`src/rtl/core/sfr_pkg.sv`:
```
// Shared types and constants for the sync frame receiver.
// No dependencies; imported by every module of the block.
`default_nettype none

package sfr_pkg;

  localparam int BYTE_W  = 8;
  localparam int KIND_W  = 2;
  localparam int POS_W   = 9;
  localparam int CFG_IDX_W = 8;

  // Result kinds
  localparam logic [KIND_W-1:0] KIND_PAYLOAD = 2'd0;
  localparam logic [KIND_W-1:0] KIND_GOOD    = 2'd1;
  localparam logic [KIND_W-1:0] KIND_BAD     = 2'd2;

  // Frame positions; payload starts at POS_DATA
  localparam logic [POS_W-1:0] POS_HUNT  = 9'd0;
  localparam logic [POS_W-1:0] POS_SYNC2 = 9'd1;
  localparam logic [POS_W-1:0] POS_FUNC  = 9'd2;
  localparam logic [POS_W-1:0] POS_LEN   = 9'd3;
  localparam logic [POS_W-1:0] POS_DATA  = 9'd4;

  // Register indexes and reset values
  localparam logic [CFG_IDX_W-1:0] REG_FIRST_SYNC  = 8'd0;
  localparam logic [CFG_IDX_W-1:0] REG_SECOND_SYNC = 8'd1;
  localparam logic [BYTE_W-1:0]    FIRST_SYNC_RST  = 8'hAA;
  localparam logic [BYTE_W-1:0]    SECOND_SYNC_RST = 8'hAF;

  typedef struct packed {
    logic              valid;
    logic [BYTE_W-1:0] data;
  } sfr_byte_t;

  typedef struct packed {
    logic [BYTE_W-1:0] first;
    logic [BYTE_W-1:0] second;
  } sfr_sync_t;

  typedef struct packed {
    logic [KIND_W-1:0] kind;
    logic [BYTE_W-1:0] data;
    logic [BYTE_W-1:0] index;
  } sfr_result_t;

endpackage

`default_nettype wire

```
`src/rtl/core/sync_frame_receiver.sv`:
```
// Top level of the sync frame receiver: byte-serial frame parser.
// Depends on sfr_pkg, sfr_cfg_regs, sfr_in_stage and sfr_parser.
//
// Usage:
//   Feed received bytes on in_rx_byte with in_valid; a byte transfers at a
//   rising edge with in_valid high and in_stall low. A frame is first sync,
//   second sync, function code, length L, L payload bytes and an 8-bit
//   additive checksum over all earlier frame bytes.
//   Each payload byte comes out as kind payload with its index; the checksum
//   byte gives a good or bad status carrying function code and length. Sync,
//   header and hunted bytes give no result. Keep payload only after good.
//   Results transfer on the out_ channel at a rising edge with out_valid high
//   and out_stall low.
//   Path: a transferred byte is held in the input register, and its result
//   is loaded into the result register, from which it transfers.
//   Throughput: one byte per cycle while the receiver does not stall, set by
//   the input register feeding the parser and result register in one pass.
//   The cfg_ channel writes first_sync (index 0) and second_sync (index 1);
//   cfg_ready is always high, other indexes are dropped. Write only while
//   the block is idle.
//   Reset (rst_n low, synchronous) empties both registers, sets the parser
//   hunting for a first sync and restores sync values 0xAA and 0xAF.
//   When the receiver stalls, the result holds; the next byte still moves
//   into the parser only if the result register frees, otherwise in_stall
//   rises and the input byte holds in the input register.
`default_nettype none

module sync_frame_receiver (
  input  wire logic                          clk,
  input  wire logic                          rst_n,
  input  wire logic                          in_valid,
  output logic                               in_stall,
  input  wire logic [sfr_pkg::BYTE_W-1:0]    in_rx_byte,
  output logic                               out_valid,
  input  wire logic                          out_stall,
  output logic [sfr_pkg::KIND_W-1:0]         out_kind,
  output logic [sfr_pkg::BYTE_W-1:0]         out_data,
  output logic [sfr_pkg::BYTE_W-1:0]         out_index,
  input  wire logic                          cfg_valid,
  output logic                               cfg_ready,
  input  wire logic [sfr_pkg::CFG_IDX_W-1:0] cfg_index,
  input  wire logic [sfr_pkg::BYTE_W-1:0]    cfg_data
);
  import sfr_pkg::*;

  sfr_sync_t   sync;
  sfr_byte_t   held;
  sfr_result_t result;
  logic        advance;

  // Sync byte registers
  sfr_cfg_regs u_cfg (
    .clk       (clk),
    .rst_n     (rst_n),
    .cfg_valid (cfg_valid),
    .cfg_ready (cfg_ready),
    .cfg_index (cfg_index),
    .cfg_data  (cfg_data),
    .sync      (sync)
  );

  // Capture one byte per transfer; hold it while the parser is blocked
  sfr_in_stage u_in (
    .clk        (clk),
    .rst_n      (rst_n),
    .in_valid   (in_valid),
    .in_stall   (in_stall),
    .in_rx_byte (in_rx_byte),
    .advance    (advance),
    .held       (held)
  );

  // Advance framing state and load the result register in one pass
  sfr_parser u_parser (
    .clk       (clk),
    .rst_n     (rst_n),
    .held      (held),
    .sync      (sync),
    .advance   (advance),
    .out_stall (out_stall),
    .out_valid (out_valid),
    .result    (result)
  );

  assign out_kind  = result.kind;
  assign out_data  = result.data;
  assign out_index = result.index;

endmodule

`default_nettype wire

```
`src/rtl/core/sfr_cfg_regs.sv`:
```
// Sync byte configuration registers of the frame receiver.
// Depends on sfr_pkg.
`default_nettype none

module sfr_cfg_regs (
  input  wire logic                         clk,
  input  wire logic                         rst_n,
  input  wire logic                         cfg_valid,
  output logic                              cfg_ready,
  input  wire logic [sfr_pkg::CFG_IDX_W-1:0] cfg_index,
  input  wire logic [sfr_pkg::BYTE_W-1:0]    cfg_data,
  output sfr_pkg::sfr_sync_t                sync
);
  import sfr_pkg::*;

  logic [BYTE_W-1:0] first_r;
  logic [BYTE_W-1:0] second_r;

  assign cfg_ready = 1'b1;
  assign sync = '{first: first_r, second: second_r};

  // Unknown indexes drop the write
  always_ff @(posedge clk) begin
    if (!rst_n) begin
      first_r  <= FIRST_SYNC_RST;
      second_r <= SECOND_SYNC_RST;
    end else if (cfg_valid && cfg_ready) begin
      if (cfg_index == REG_FIRST_SYNC) begin
        first_r <= cfg_data;
      end else if (cfg_index == REG_SECOND_SYNC) begin
        second_r <= cfg_data;
      end
    end
  end

endmodule

`default_nettype wire

```
`src/rtl/core/sfr_in_stage.sv`:
```
// Input register stage of the frame receiver.
// Depends on sfr_pkg.
`default_nettype none

module sfr_in_stage (
  input  wire logic                      clk,
  input  wire logic                      rst_n,
  input  wire logic                      in_valid,
  output logic                           in_stall,
  input  wire logic [sfr_pkg::BYTE_W-1:0] in_rx_byte,
  input  wire logic                      advance,
  output sfr_pkg::sfr_byte_t             held
);
  import sfr_pkg::*;

  logic              valid_r;
  logic [BYTE_W-1:0] byte_r;

  // Hold the byte while the parser cannot take it
  assign in_stall = valid_r && !advance;
  assign held = '{valid: valid_r, data: byte_r};

  always_ff @(posedge clk) begin
    if (!rst_n) begin
      valid_r <= 1'b0;
    end else if (!in_stall) begin
      valid_r <= in_valid;
    end
  end

  always_ff @(posedge clk) begin
    if (in_valid && !in_stall) begin
      byte_r <= in_rx_byte;
    end
  end

endmodule

`default_nettype wire

```
`src/rtl/core/sfr_parser.sv`:
```
// Framing state, running checksum and result register of the frame receiver.
// Depends on sfr_pkg.
`default_nettype none

module sfr_parser (
  input  wire logic               clk,
  input  wire logic               rst_n,
  input  wire sfr_pkg::sfr_byte_t held,
  input  wire sfr_pkg::sfr_sync_t sync,
  output logic                    advance,
  input  wire logic               out_stall,
  output logic                    out_valid,
  output sfr_pkg::sfr_result_t    result
);
  import sfr_pkg::*;

  logic [POS_W-1:0]  pos_r,  pos_nxt;
  logic [BYTE_W-1:0] func_r, func_nxt;
  logic [BYTE_W-1:0] len_r,  len_nxt;
  logic [BYTE_W-1:0] sum_r,  sum_nxt;
  logic              out_valid_r;
  sfr_result_t       result_r, result_nxt;
  logic              has_result;
  logic              out_free;
  logic [POS_W-1:0]  check_pos;
  logic [POS_W-1:0]  data_idx;
  logic [BYTE_W-1:0] b;

  assign out_free  = !out_valid_r || !out_stall;
  assign advance   = held.valid && out_free;
  assign out_valid = out_valid_r;
  assign result    = result_r;
  assign b         = held.data;
  assign check_pos = {1'b0, len_r} + POS_DATA;
  assign data_idx  = pos_r - POS_DATA;

  always_comb begin
    pos_nxt    = pos_r;
    func_nxt   = func_r;
    len_nxt    = len_r;
    sum_nxt    = sum_r;
    has_result = 1'b0;
    result_nxt = result_r;
    unique case (pos_r)
      POS_HUNT: begin
        if (b == sync.first) begin
          sum_nxt = b;
          pos_nxt = POS_SYNC2;
        end
      end
      POS_SYNC2: begin
        // Mismatch drops back to hunting without rechecking this byte
        if (b == sync.second) begin
          sum_nxt = sum_r + b;
          pos_nxt = POS_FUNC;
        end else begin
          pos_nxt = POS_HUNT;
        end
      end
      POS_FUNC: begin
        func_nxt = b;
        sum_nxt  = sum_r + b;
        pos_nxt  = POS_LEN;
      end
      POS_LEN: begin
        len_nxt = b;
        sum_nxt = sum_r + b;
        pos_nxt = POS_DATA;
      end
      default: begin
        has_result = 1'b1;
        if (pos_r < check_pos) begin
          result_nxt = '{kind: KIND_PAYLOAD, data: b, index: data_idx[BYTE_W-1:0]};
          sum_nxt    = sum_r + b;
          pos_nxt    = pos_r + 9'd1;
        end else begin
          result_nxt = '{kind: (b == sum_r) ? KIND_GOOD : KIND_BAD,
                         data: func_r, index: len_r};
          sum_nxt    = '0;
          pos_nxt    = POS_HUNT;
        end
      end
    endcase
  end

  always_ff @(posedge clk) begin
    if (!rst_n) begin
      pos_r       <= POS_HUNT;
      func_r      <= '0;
      len_r       <= '0;
      sum_r       <= '0;
      out_valid_r <= 1'b0;
    end else begin
      if (advance) begin
        pos_r  <= pos_nxt;
        func_r <= func_nxt;
        len_r  <= len_nxt;
        sum_r  <= sum_nxt;
      end
      if (out_free) begin
        out_valid_r <= advance && has_result;
      end
    end
  end

  always_ff @(posedge clk) begin
    if (advance && has_result) begin
      result_r <= result_nxt;
    end
  end

endmodule

`default_nettype wire

```
`config.mk`:
```
export PLATFORM = sky130hd
export DESIGN_NAME = sync_frame_receiver
export DESIGN_NICKNAME = d
export VERILOG_FILES = /design/src/rtl/core/sfr_pkg.sv /design/src/rtl/core/sync_frame_receiver.sv /design/src/rtl/core/sfr_cfg_regs.sv /design/src/rtl/core/sfr_in_stage.sv /design/src/rtl/core/sfr_parser.sv
export SDC_FILE = /design/constraint.sdc
export NUM_CORES = 1
export LEC_CHECK = 0
export ABC_AREA = 1
export CORE_MARGIN = 2
export CORE_UTILIZATION = 45
export DETAILED_ROUTE_END_ITERATION = 12
export DONT_BUFFER_PORTS = 1
export PLACE_DENSITY = 0.71
export SYNTH_ARGS = -nofsm -noshare
export SYNTH_HDL_FRONTEND = slang
export SYNTH_SLANG_ARGS = --single-unit
export TNS_END_PERCENT = 5
```
`constraint.sdc`:
```
create_clock -name clk -period 2.95 [get_ports clk]
set_input_delay 0.59 -clock clk [delete_from_list [all_inputs] [get_ports clk]]
set_output_delay 0.59 -clock clk [all_outputs]
set_load 0.005 [all_outputs]
```
# After elaboration in Yosys (flattened, before gate mapping)
# Cells that the tools add are included.
[word_totals]
register_bits = 77
latch_bits = 0
ram_bits = 0
mem_bits_ro = 0
mem_count = 0
[op_classes]
add_sub_neg = 4
mul = 0
div = 0
magnitude_cmp = 1
eq_ne = 9
n_shift = 0
mux = 11
bitwise = 2
reduce_logical = 20
[op_table]
columns = ["operator", "n"]
rows = [
  ["9-bit one-hot mux with 4 select lines", 1],
  ["8-bit == test", 3],
  ["8-bit two-way mux", 3],
  ["8-bit one-hot mux with 3 select lines", 1],
  ["9-bit by 2-bit == test with 1-bit output (second input constant)", 2],
  ["9-bit two-way mux", 2],
  ["16-bit two-way mux", 1],
  ["2-bit AND reduction", 5],
  ["8-bit by 3-bit adder with 9-bit output (second input constant)", 1],
  ["9-bit by 1-bit adder with 9-bit output (second input constant)", 1],
  ["9-bit by 1-bit == test with 1-bit output (second input constant)", 1],
  ["9-bit zero test", 1],
  ["9-bit less-than comparator", 1],
  ["8-bit adder", 1],
  ["8-bit by 1-bit == test with 1-bit output (second input constant)", 1],
  ["8-bit zero test", 1],
  ["8-bit by 3-bit subtractor with 8-bit output (second input constant)", 1],
  ["3-bit AND reduction", 2],
  ["1-bit logical AND", 4],
  ["1-bit zero test", 4],
  ["2-bit two-way mux", 2],
  ["2-bit by 1-bit != test with 1-bit output (second input constant)", 2],
  ["4-bit OR reduction", 1],
  ["1-bit NOT", 2],
  ["other kinds (3)", 3],
]

# Depth between registers and ports, before layout
# Gate-level depths: netlist of run 1.
[depth]
depth_word = 7
mapped_depth = 14
mapped_depth_nobuf = 14

# Cells and area by module
# A second synthesis of run 1 with hierarchy kept.
[hier_totals]
hier_cells = 569
hier_area_um2 = 4395.5
[by_module_without_submodules]
columns = ["mod", "instances", "cells_each", "area_each_um2", "seq_area_each_um2"]
rows = [
  ["sfr_parser", 1, 455, 3392.0, 1221.2],
  ["sfr_cfg_regs", 1, 97, 705.7, 320.3],
  ["sfr_in_stage", 1, 17, 297.8, 260.2],
]

# Worst setup path before layout of run 1
# OpenSTA, ideal clock, no wires.
[synth_timing]
path_kind = "register -> register"
start = "register u_parser.pos_r[2]"
end = "register u_parser.result_r, in the netlist u_parser.result[0] (enable)"
arrival_time_ns = 2.022
setup_slack_ns = 0.534
stages_incl_launch_ff = 8
path_buffers = 0
period_less_slack_ns = 2.416
cell_sequence = "dfxtp_1 > inv_1 > ha_1 > nand3_1 > nor2_4 > nor2_4 > nand2_4 > nor2_1"
[synth_via]
elab_chain_cells = 5
word_cells_on_any_way = 9
cone_classes = "3 x eq/ne; 1 x mux; 1 x bitwise; 4 x reduce/logical"
[synth_rtl]
columns = ["item", "line", "text"]
rows = [
  ["start, declared", "sfr_parser.sv:17", "logic [POS_W-1:0] pos_r, pos_nxt;"],
  ["start signal, assigned", "sfr_parser.sv:95", "pos_r <= pos_nxt;"],
  ["9-bit by 1-bit == test with 1-bit output, or another cell as far along", "sfr_parser.sv:44", "unique case (pos_r)"],
  ["4-bit OR reduction (no source line) *", "-", ""],
  ["1-bit two-way mux", "sfr_parser.sv:44", ""],
  ["1-bit logical AND", "sfr_parser.sv:107", "if (advance && has_result) begin"],
  ["2-bit AND reduction (no source line) *", "-", ""],
  ["end signal, assigned", "sfr_parser.sv:108", "result_r <= result_nxt;"],
  ["end, declared", "sfr_parser.sv:22", "sfr_result_t result_r, result_nxt;"],
]
# Every way passes the cells marked *; elsewhere a longest branch is shown, timed or not.
# A chain may end at the register's enable or synchronous reset.

# Worst setup path in the final report of run 1
[layout_timing]
start = "register u_parser.len_r[2]"
end = "register u_parser.result_r, in the netlist u_parser.result[5] (data pin)"
[layout_via]
elab_chain_cells = 3
[layout_rtl]
columns = ["item", "line", "text"]
rows = [
  ["start, declared", "sfr_parser.sv:19", "logic [BYTE_W-1:0] len_r, len_nxt;"],
  ["start signal, assigned", "sfr_parser.sv:97", "len_r <= len_nxt;"],
  ["8-bit by 3-bit adder with 9-bit output", "sfr_parser.sv:34", "assign check_pos = {1'b0, len_r} + POS_DATA;"],
  ["9-bit less-than comparator", "sfr_parser.sv:72", "if (pos_r < check_pos) begin"],
  ["16-bit two-way mux", "sfr_parser.sv:72", ""],
]
# No other way between the ends.

==> results of run 1 <==
==> cell usage after synthesis, drive strengths merged <==
cell / count
ha: 23
nor3: 5
dfxtp: 51
edfxtp: 26
xor2: 16
clkbuf: 5
a21o: 1
buf: 11
nand4: 7
nand3: 35
clkinv: 1
a21oi: 41
inv: 67
nand2: 141
o21a: 1
nor4: 2
a211oi: 4
o211ai: 4
fa: 1
xnor2: 16
o21ai: 35
nor2: 63
nand3b: 2
conb: 1
a31oi: 1
==> registers in the layout, summed over array words and instances (netlist names) <==
name,cells
u_parser.result,18
u_parser.pos_r,9
u_cfg.first_r,8
u_cfg.second_r,8
u_in.byte_r,8
u_parser.func_r,8
u_parser.len_r,8
u_parser.sum_r,8
u_in.valid_r,1
u_parser.out_valid,1
==> where the power goes <==
| group | switching [mW] | total, mW | leakage [nW] | internal [mW] |
|---|---|---|---|---|
| Combinational | 0.0734 | 0.111 | 1.34 | 0.0377 |
| Sequential | 0.0167 | 1.12 | 0.651 | 1.10 |
| Clock | 0.404 | 0.837 | 0.106 | 0.434 |
| Total | 0.494 | 2.07 | 2.09 | 1.58 |
==> through the flow <==
stage / hold slack [ps] / instance area, µm² / setup WS (ps)
floorplan: 444.2 / 4419 / 533.8
global placement: 467.4 / 4517 / 539.5
detailed placement: 472.3 / 4517 / 432.2
CTS: 300.5 / 4731 / 431.0
global route: 298.6 / 4731 / 136.9
finish: 309.3 / 4731 / 397.0
==> critical path: cells and delay by family, from the launching register on <==
family                   cells  cell delay, ps
flip-flops                   1             420
buffers and inverters        1             290
adder cells (fa/ha/maj)      2             500
AND/OR/NAND/NOR              9            1110
==> layer usage <==
| layer | global-route usage, % | vias to the layer above | wire length, µm |
|---|---|---|---|
| li1 | - | 1810 | - |
| met1 | 26.68 | 1676 | 4662 |
| met2 | 33.07 | 80 | 4566 |
| met3 | 3.797 | 19 | 367 |
| met4 | 7.794 | 0 | 219 |
| met5 | 0 | - | 0 |
==> worst max-delay path by stage <==
stage | start | endpoint | depth (start not counted)
after floorplan | u_parser.pos_r[2] | u_parser.result[0] | 7
after global placement | u_parser.len_r[2] | u_parser.result[5] | 12
after detailed placement | u_parser.len_r[2] | u_parser.result[5] | 12
after CTS | u_parser.len_r[2] | u_parser.result[5] | 12
after global routing | u_parser.len_r[2] | u_parser.sum_r[3] | 14
final | u_parser.len_r[2] | u_parser.result[5] | 12
==> cells by family after synthesis <==
kind of cell               count (synthesis)  share of synthesized area (%)
xor gates and xnor gates                  32                          6.342
buffers and inverters                     84                          8.069
other                                      1                        0.08486
DFF                                       77                          40.77
adders and majority gates                 24                          6.965
AOI/OAI and AO/OA                         87                          11.13
and+or+nand+nor                          255                          26.64
==> area by class of cell <==
cell class | count | area share, %
Sequential cell | 77 | 38.09
Tap cell | 133 | 3.518
Timing Repair Buffer | 4 | 0.6348
Inverter | 68 | 5.448
Multi-Input combinational cell | 399 | 47.79
Clock inverter | 3 | 0.4761
Clock buffer | 13 | 4.047
==> load_flow_metrics.sql, run 1 <==
INSERT INTO impl_metrics (metric_group, metric, value, unit) VALUES
('run_status', 'run_status', 'finished, final reports clean', ''),
('cts', 'tritoncts', 'built', ''),
('critical_path', 'arrival_time_at_the_worst_endpoint', '2670', 'ps'),
('placed_design', 'placed_cells_incl_taps', '681', ''),
('routing', 'detail-route-antenna-nets', '0', ''),
('critical_path', 'critical-path-top-cell-by-count', 'nand2_1', ''),
('cells_and_area', 'flow.area_growth_from_synthesis', '7.050', '%'),
('critical_path', 'critical_path_required', '3060', 'ps'),
('cts', 'clockRootBuffer', 'clkbuf_8', ''),
('routing', 'first_pass_iters', '8', ''),
('cells_and_area', 'diodes', '0', ''),
('cts', 'post_cts.repair.setup_buffers', '0', ''),
('timing', 'timing.final.hold_violations', '0', ''),
('cts', 'cts-buffers-inserted', '9', ''),
('critical_path', 'worstRegToRegCells', '12', ''),
('hold_path', 'min_from', 'rst_n', ''),
('logic_synthesis', 'synth_area_leader_cell', 'dfxtp_1', ''),
('cts', 'clk_lat_worst_skew', '360', 'ps'),
('timing', 'final-max-slew-violation-count', '0', ''),
('floorplan', 'fp.dieArea', '0.01063', 'mm²'),
('routing', 'route.detailed.wl_per_inst', '14.08', 'µm'),
('grt', 'grt.overflow.total', '0', ''),
('critical_path', 'worstReg2RegStart', 'u_parser.len_r[2]', ''),
('logic_synthesis', 'synth_seq_cells', '77', ''),
('timing', 'totalNegativeSetupSlack', '0', 'ps'),
('logic_synthesis', 'yosys_warnings', '0', ''),
('cts', 'post_cts_hold_buffer_count', '0', ''),
('timing', 'final_period_minus_worst_setup_slack', '2553', 'ps'),
('cts', 'postCtsResizedCells', '0', ''),
('cells_and_area', 'layout_commonest_cell', 'nand2_1', ''),
('run', 'cap_viol_max_count', '0', ''),
('floorplan', 'initial_utilization', '45.85', '%'),
('pwr', 'power_after_layout', '2.069', 'mW'),
('floorplan', 'fp.coreArea', '0.009639', 'mm²'),
('floorplan', 'floorplan.die.width', '103.1', 'µm'),
('critical_path', 'worst-setup-path-type', 'reg2reg', ''),
('timing', 'clock.fmax', '391.7', 'MHz'),
('critical_path', 'critical_path.startpoint_type', 'register', ''),
('logic_synthesis', 'netlist_instances', '560', ''),
('critical_path', 'slowest_delay', '420', 'ps'),
('timing', 'rsz0062_at_grt', 'no', ''),
('grt', 'wire_length_of_the_first_global_routing_pass', '16610', 'µm'),
('floorplan', 'row_count', '36', ''),
('critical_path', 'crit_path_cell_trace', 'ha_1 > nand3_1 > nor2_1 > nand2_1 > ha_1 > nand2_1 > nor2_1 > nand3b_1 > nand3_4 > clkinv_1 > nand2_1 > nand2_1', ''),
('floorplan', 'i_o_pin_cnt', '50', ''),
('pwr', 'power_leakage', '2.093', 'nW'),
('critical_path', 'slowest_stage', 'dfxtp_1', ''),
('hold_path', 'hold_path_end', 'u_cfg.first_r[3]', ''),
('timing', 'final_worst_path_period_share', '86.54', '%'),
('cells_and_area', 'design.final.nets', '612', ''),
('cells_and_area', 'finalCoreUtilization', '49.08', '%'),
('timing', 'final.setup_skew', '15.22', 'ps'),
('critical_path', 'setup.reg_to_reg.worst_slack', '400', 'ps'),
('pwr', 'power.density', '437.4', 'mW/mm²'),
('floorplan', 'dieHeight', '103.1', 'µm'),
('placed_design', 'place.detailed.hpwl', '7259', 'µm'),
('logic_synthesis', 'post_synthesis_sequential_area_ratio', '40.77', '%'),
('logic_synthesis', 'syn-cell-area', '0.004419', 'mm²'),
('grt', 'globalRouteTotalUtil', '20.28', '%'),
('cells_and_area', 'multi_input_comb_area', '0.002261', 'mm²'),
('cells_and_area', 'mostFrequentLayoutCells', 'nand2_1, inv_1, nor2_1, dfxtp_1, a21oi_1', ''),
('placed_design', 'port_buffers', '0', ''),
('cts', 'cts.clk_slew.worst_paths', '90', 'ps'),
('timing', 'number_of_setup_violations_in_the_final_report', '0', ''),
('routing', 'count_of_vias_placed_by_the_detailed_router', '3585', ''),
('logic_synthesis', 'post_synth_main_area_contributors', 'dfxtp_1, edfxtp_1, nand2_1, ha_1, inv_1', ''),
('logic_synthesis', 'synth_cell_types', '40', ''),
('cts', 'htree_levels', '3', ''),
('hold_path', 'hp-class', 'in2reg', ''),
('pwr', 'peakVddDrop', '0.0003047', 'V'),
('cells_and_area', 'final.fill_count', '955', '');
(Power assumes the default switching activity.)
==> inputs of run 2 (changes only) <==
- CTS_BUF_LIST: unset -> sky130_fd_sc_hd__clkbuf_4 sky130_fd_sc_hd__clkbuf_8
- SETUP_SLACK_MARGIN: unset -> 0.5
==> run 2 against run 1 <==
Sequential share of layout area fell by 0.49 points. Sequential cell count did not move. First-iteration DRC count rose by 6.2%. Final area rose by 1.5%. Register-to-register slack improved by 230 ps. Fmax rose by 10%. Sequential power barely moved. Clock skew rose by 0.61 ps. Non-clock buffer count rose by 4. Power rose by 3.9%. Wire length rose by 1.3%. Critical path type unchanged.
==> load_flow_metrics.sql, run 2 (synthesized netlist as in run 1, its figures left out) <==
INSERT INTO impl_metrics (metric_group, metric, value, unit) VALUES
('routing', 'drtIter0Drc', '207', ''),
('timing', 'maxSlewHeadroom', '66.73', '%'),
('timing', 'rsz0062_at_grt', 'yes', ''),
('timing', 'timing.final.hold_violations', '0', ''),
('routing', 'route.detailed.wl_per_inst', '14.18', 'µm'),
('timing', 'worst_pin_slew', '494.5', 'ps'),
('critical_path', 'critical_path.startpoint_type', 'register', ''),
('critical_path', 'cp.buffers_inverters', '2', ''),
('critical_path', 'slowest_delay', '480', 'ps'),
('grt', 'grtUsageMet2', '33.12', '%'),
('placed_design', 'port_buffers', '0', ''),
('cts', 'htree_levels', '3', ''),
('cells_and_area', 'drive_gt1_share', '10.74', '%'),
('grt', 'grt_pass1_vias', '3416', ''),
('cells_and_area', 'design.final.nets', '616', ''),
('routing', 'drc', '0', ''),
('timing', 'final.setup_skew', '15.83', 'ps'),
('hold_path', 'hp-class', 'in2reg', ''),
('floorplan', 'floorplan.die.width', '103.1', 'µm'),
('critical_path', 'critical_path_required', '3000', 'ps'),
('cts', 'post_cts_hold_buffer_count', '0', ''),
('routing', 'detail-route-antenna-nets', '0', ''),
('pwr', 'power_after_layout', '2.149', 'mW'),
('cts', 'cts-buffers-inserted', '9', ''),
('cells_and_area', 'layout_commonest_cell', 'nand2_1', ''),
('floorplan', 'initial_utilization', '45.85', '%'),
('critical_path', 'cp-end-kind', 'register', ''),
('routing', 'vias_per_cell', '5.170', ''),
('floorplan', 'row_count', '36', ''),
('timing', 'final_worst_path_period_share', '78.67', '%'),
('pwr', 'peakVddDrop', '0.0003017', 'V'),
('critical_path', 'crit_fanout', '16', ''),
('cells_and_area', 'diodes', '0', ''),
('pwr', 'power.density', '447.8', 'mW/mm²'),
('floorplan', 'i_o_pin_cnt', '50', ''),
('routing', 'first_pass_iters', '5', ''),
('critical_path', 'slowest_stage', 'dfxtp_1', ''),
('grt', 'initial_antenna_violation_count', '0', ''),
('cells_and_area', 'flow.area_growth_from_synthesis', '8.607', '%'),
('critical_path', 'setup.reg_to_reg.worst_slack', '630', 'ps'),
('pwr', 'power_leakage', '2.124', 'nW'),
('grt', 'maximum_number_of_pins_on_one_net_before_global_route_repair', '41', ''),
('run', 'cap_viol_max_count', '0', ''),
('floorplan', 'fp.coreArea', '0.009639', 'mm²'),
('run_status', 'run_status', 'finished, final reports clean', ''),
('grt', 'globalRouteTotalUtil', '20.22', '%'),
('timing', 'final_period_minus_worst_setup_slack', '2321', 'ps'),
('cts', 'cts_max_path_buffers', '2', ''),
('timing', 'number_of_setup_violations_in_the_final_report', '0', ''),
('critical_path', 'critical-path-top-cell-by-count', 'nor2_4', ''),
('floorplan', 'dieHeight', '103.1', 'µm'),
('grt', 'grt.overflow.total', '0', ''),
('critical_path', 'worst-setup-path-type', 'reg2reg', ''),
('cts', 'clockRootBuffer', 'clkbuf_8', ''),
('timing', 'final-max-slew-violation-count', '0', ''),
('cells_and_area', 'flip_flop_count_of_the_largest_register_all_copies_and_words_added', '18', ''),
('grt', 'grt.met3_usage', '3.797', '%'),
('grt', 'use_met1', '26.47', '%'),
('grt', 'wire_length_of_the_first_global_routing_pass', '16580', 'µm'),
('critical_path', 'arrival_time_at_the_worst_endpoint', '2370', 'ps'),
('routing', 'count_of_vias_placed_by_the_detailed_router', '3624', ''),
('placed_design', 'place.detailed.hpwl', '7259', 'µm'),
('floorplan', 'fp.dieArea', '0.01063', 'mm²'),
('critical_path', 'path_delay_family', 'simple AND/OR/NAND/NOR gates', ''),
('grt', 'grt.busiest_layer', 'met2', ''),
('cts', 'cts.clk_slew.worst_paths', '90', 'ps'),
('placed_design', 'routabilityCongestion', '0.9029', ''),
('cts', 'numClockSinks', '77', ''),
('timing', 'clock.fmax', '430.9', 'MHz'),
('critical_path', 'crit_path_cell_trace', 'inv_1 > ha_1 > nand3_1 > nor2_4 > nor2_4 > nand2_4 > nor2_2 > buf_4', ''),
('cts', 'tritoncts', 'built', ''),
('routing', 'postRouteWirelength', '9942', 'µm'),
('cells_and_area', 'mostFrequentLayoutCells', 'nand2_1, inv_1, nor2_1, dfxtp_1, a21oi_1', ''),
('timing', 'totalNegativeSetupSlack', '0', 'ps'),
('cts', 'clk_lat_worst_skew', '360', 'ps');
run 2: repair_timing:
item | 4_1_cts | 5_1_grt
endpoints found under the setup margin | 21 | 41
buffers inserted | 0 | 4
resized for setup | 1 | 9
pin swaps | 0 | 1
run 2: final timing paths:
| path | from | end | cells after the start |
|---|---|---|---|
| setup / recovery | u_parser.pos_r[2] | u_parser.result[1] | 8 |
| hold / removal | rst_n | u_cfg.first_r[3] | 1 |
| setup reg to reg | u_parser.pos_r[2] | u_parser.result[1] | 8 |
| hold reg to reg | u_cfg.first_r[3] | u_cfg.first_r[3] | 2 |
run 2: layer usage:
metal  up-vias  wire, µm
li1       1818         -
met1      1683      4685
met2       102      4608
met3        21       400
met4         0       248
met5         -         0
run 2: cell type report:
cell class                      instances  area (µm²)
Fill cell                             946        4840
Multi-Input combinational cell        399        2268
Sequential cell                        77        1804
Inverter                               68       260.3
Tap cell                              133       166.4
Clock buffer                           11       145.1
Clock inverter                          5       82.58
Timing Repair Buffer                    8       72.57
run 2: metrics by stage:
step / setup slack, ps / utilization (%) / area [µm²] / cells / hold slack (ps)
after global placement: 539.5 / 46.86 / 4517 / 681 / 467.4
after detailed placement: 432.2 / 46.86 / 4517 / 681 / 472.3
after CTS: 453.7 / 49.23 / 4746 / 697 / 300.5
final: 629.3 / 49.79 / 4800 / 701 / 310.9
after global routing: 447.0 / 49.79 / 4800 / 701 / 298.6
after floorplan: 533.8 / - / 4419 / 560 / 444.2
run 2: power breakdown:
part | leakage [nW] | internal [mW] | switching (mW) | total, mW
combinational | 1.36 | 0.0387 | 0.0740 | 0.113
sequential | 0.652 | 1.10 | 0.0167 | 1.12
clock | 0.113 | 0.511 | 0.404 | 0.915
run 2: worst register-to-register path, cell delays in order (launching register included):
cell	delay, ps
dfxtp_1	480
inv_1	160
ha_1	280
nand3_1	210
nor2_4	90
nor2_4	130
nand2_4	100
nor2_2	280
buf_4	300
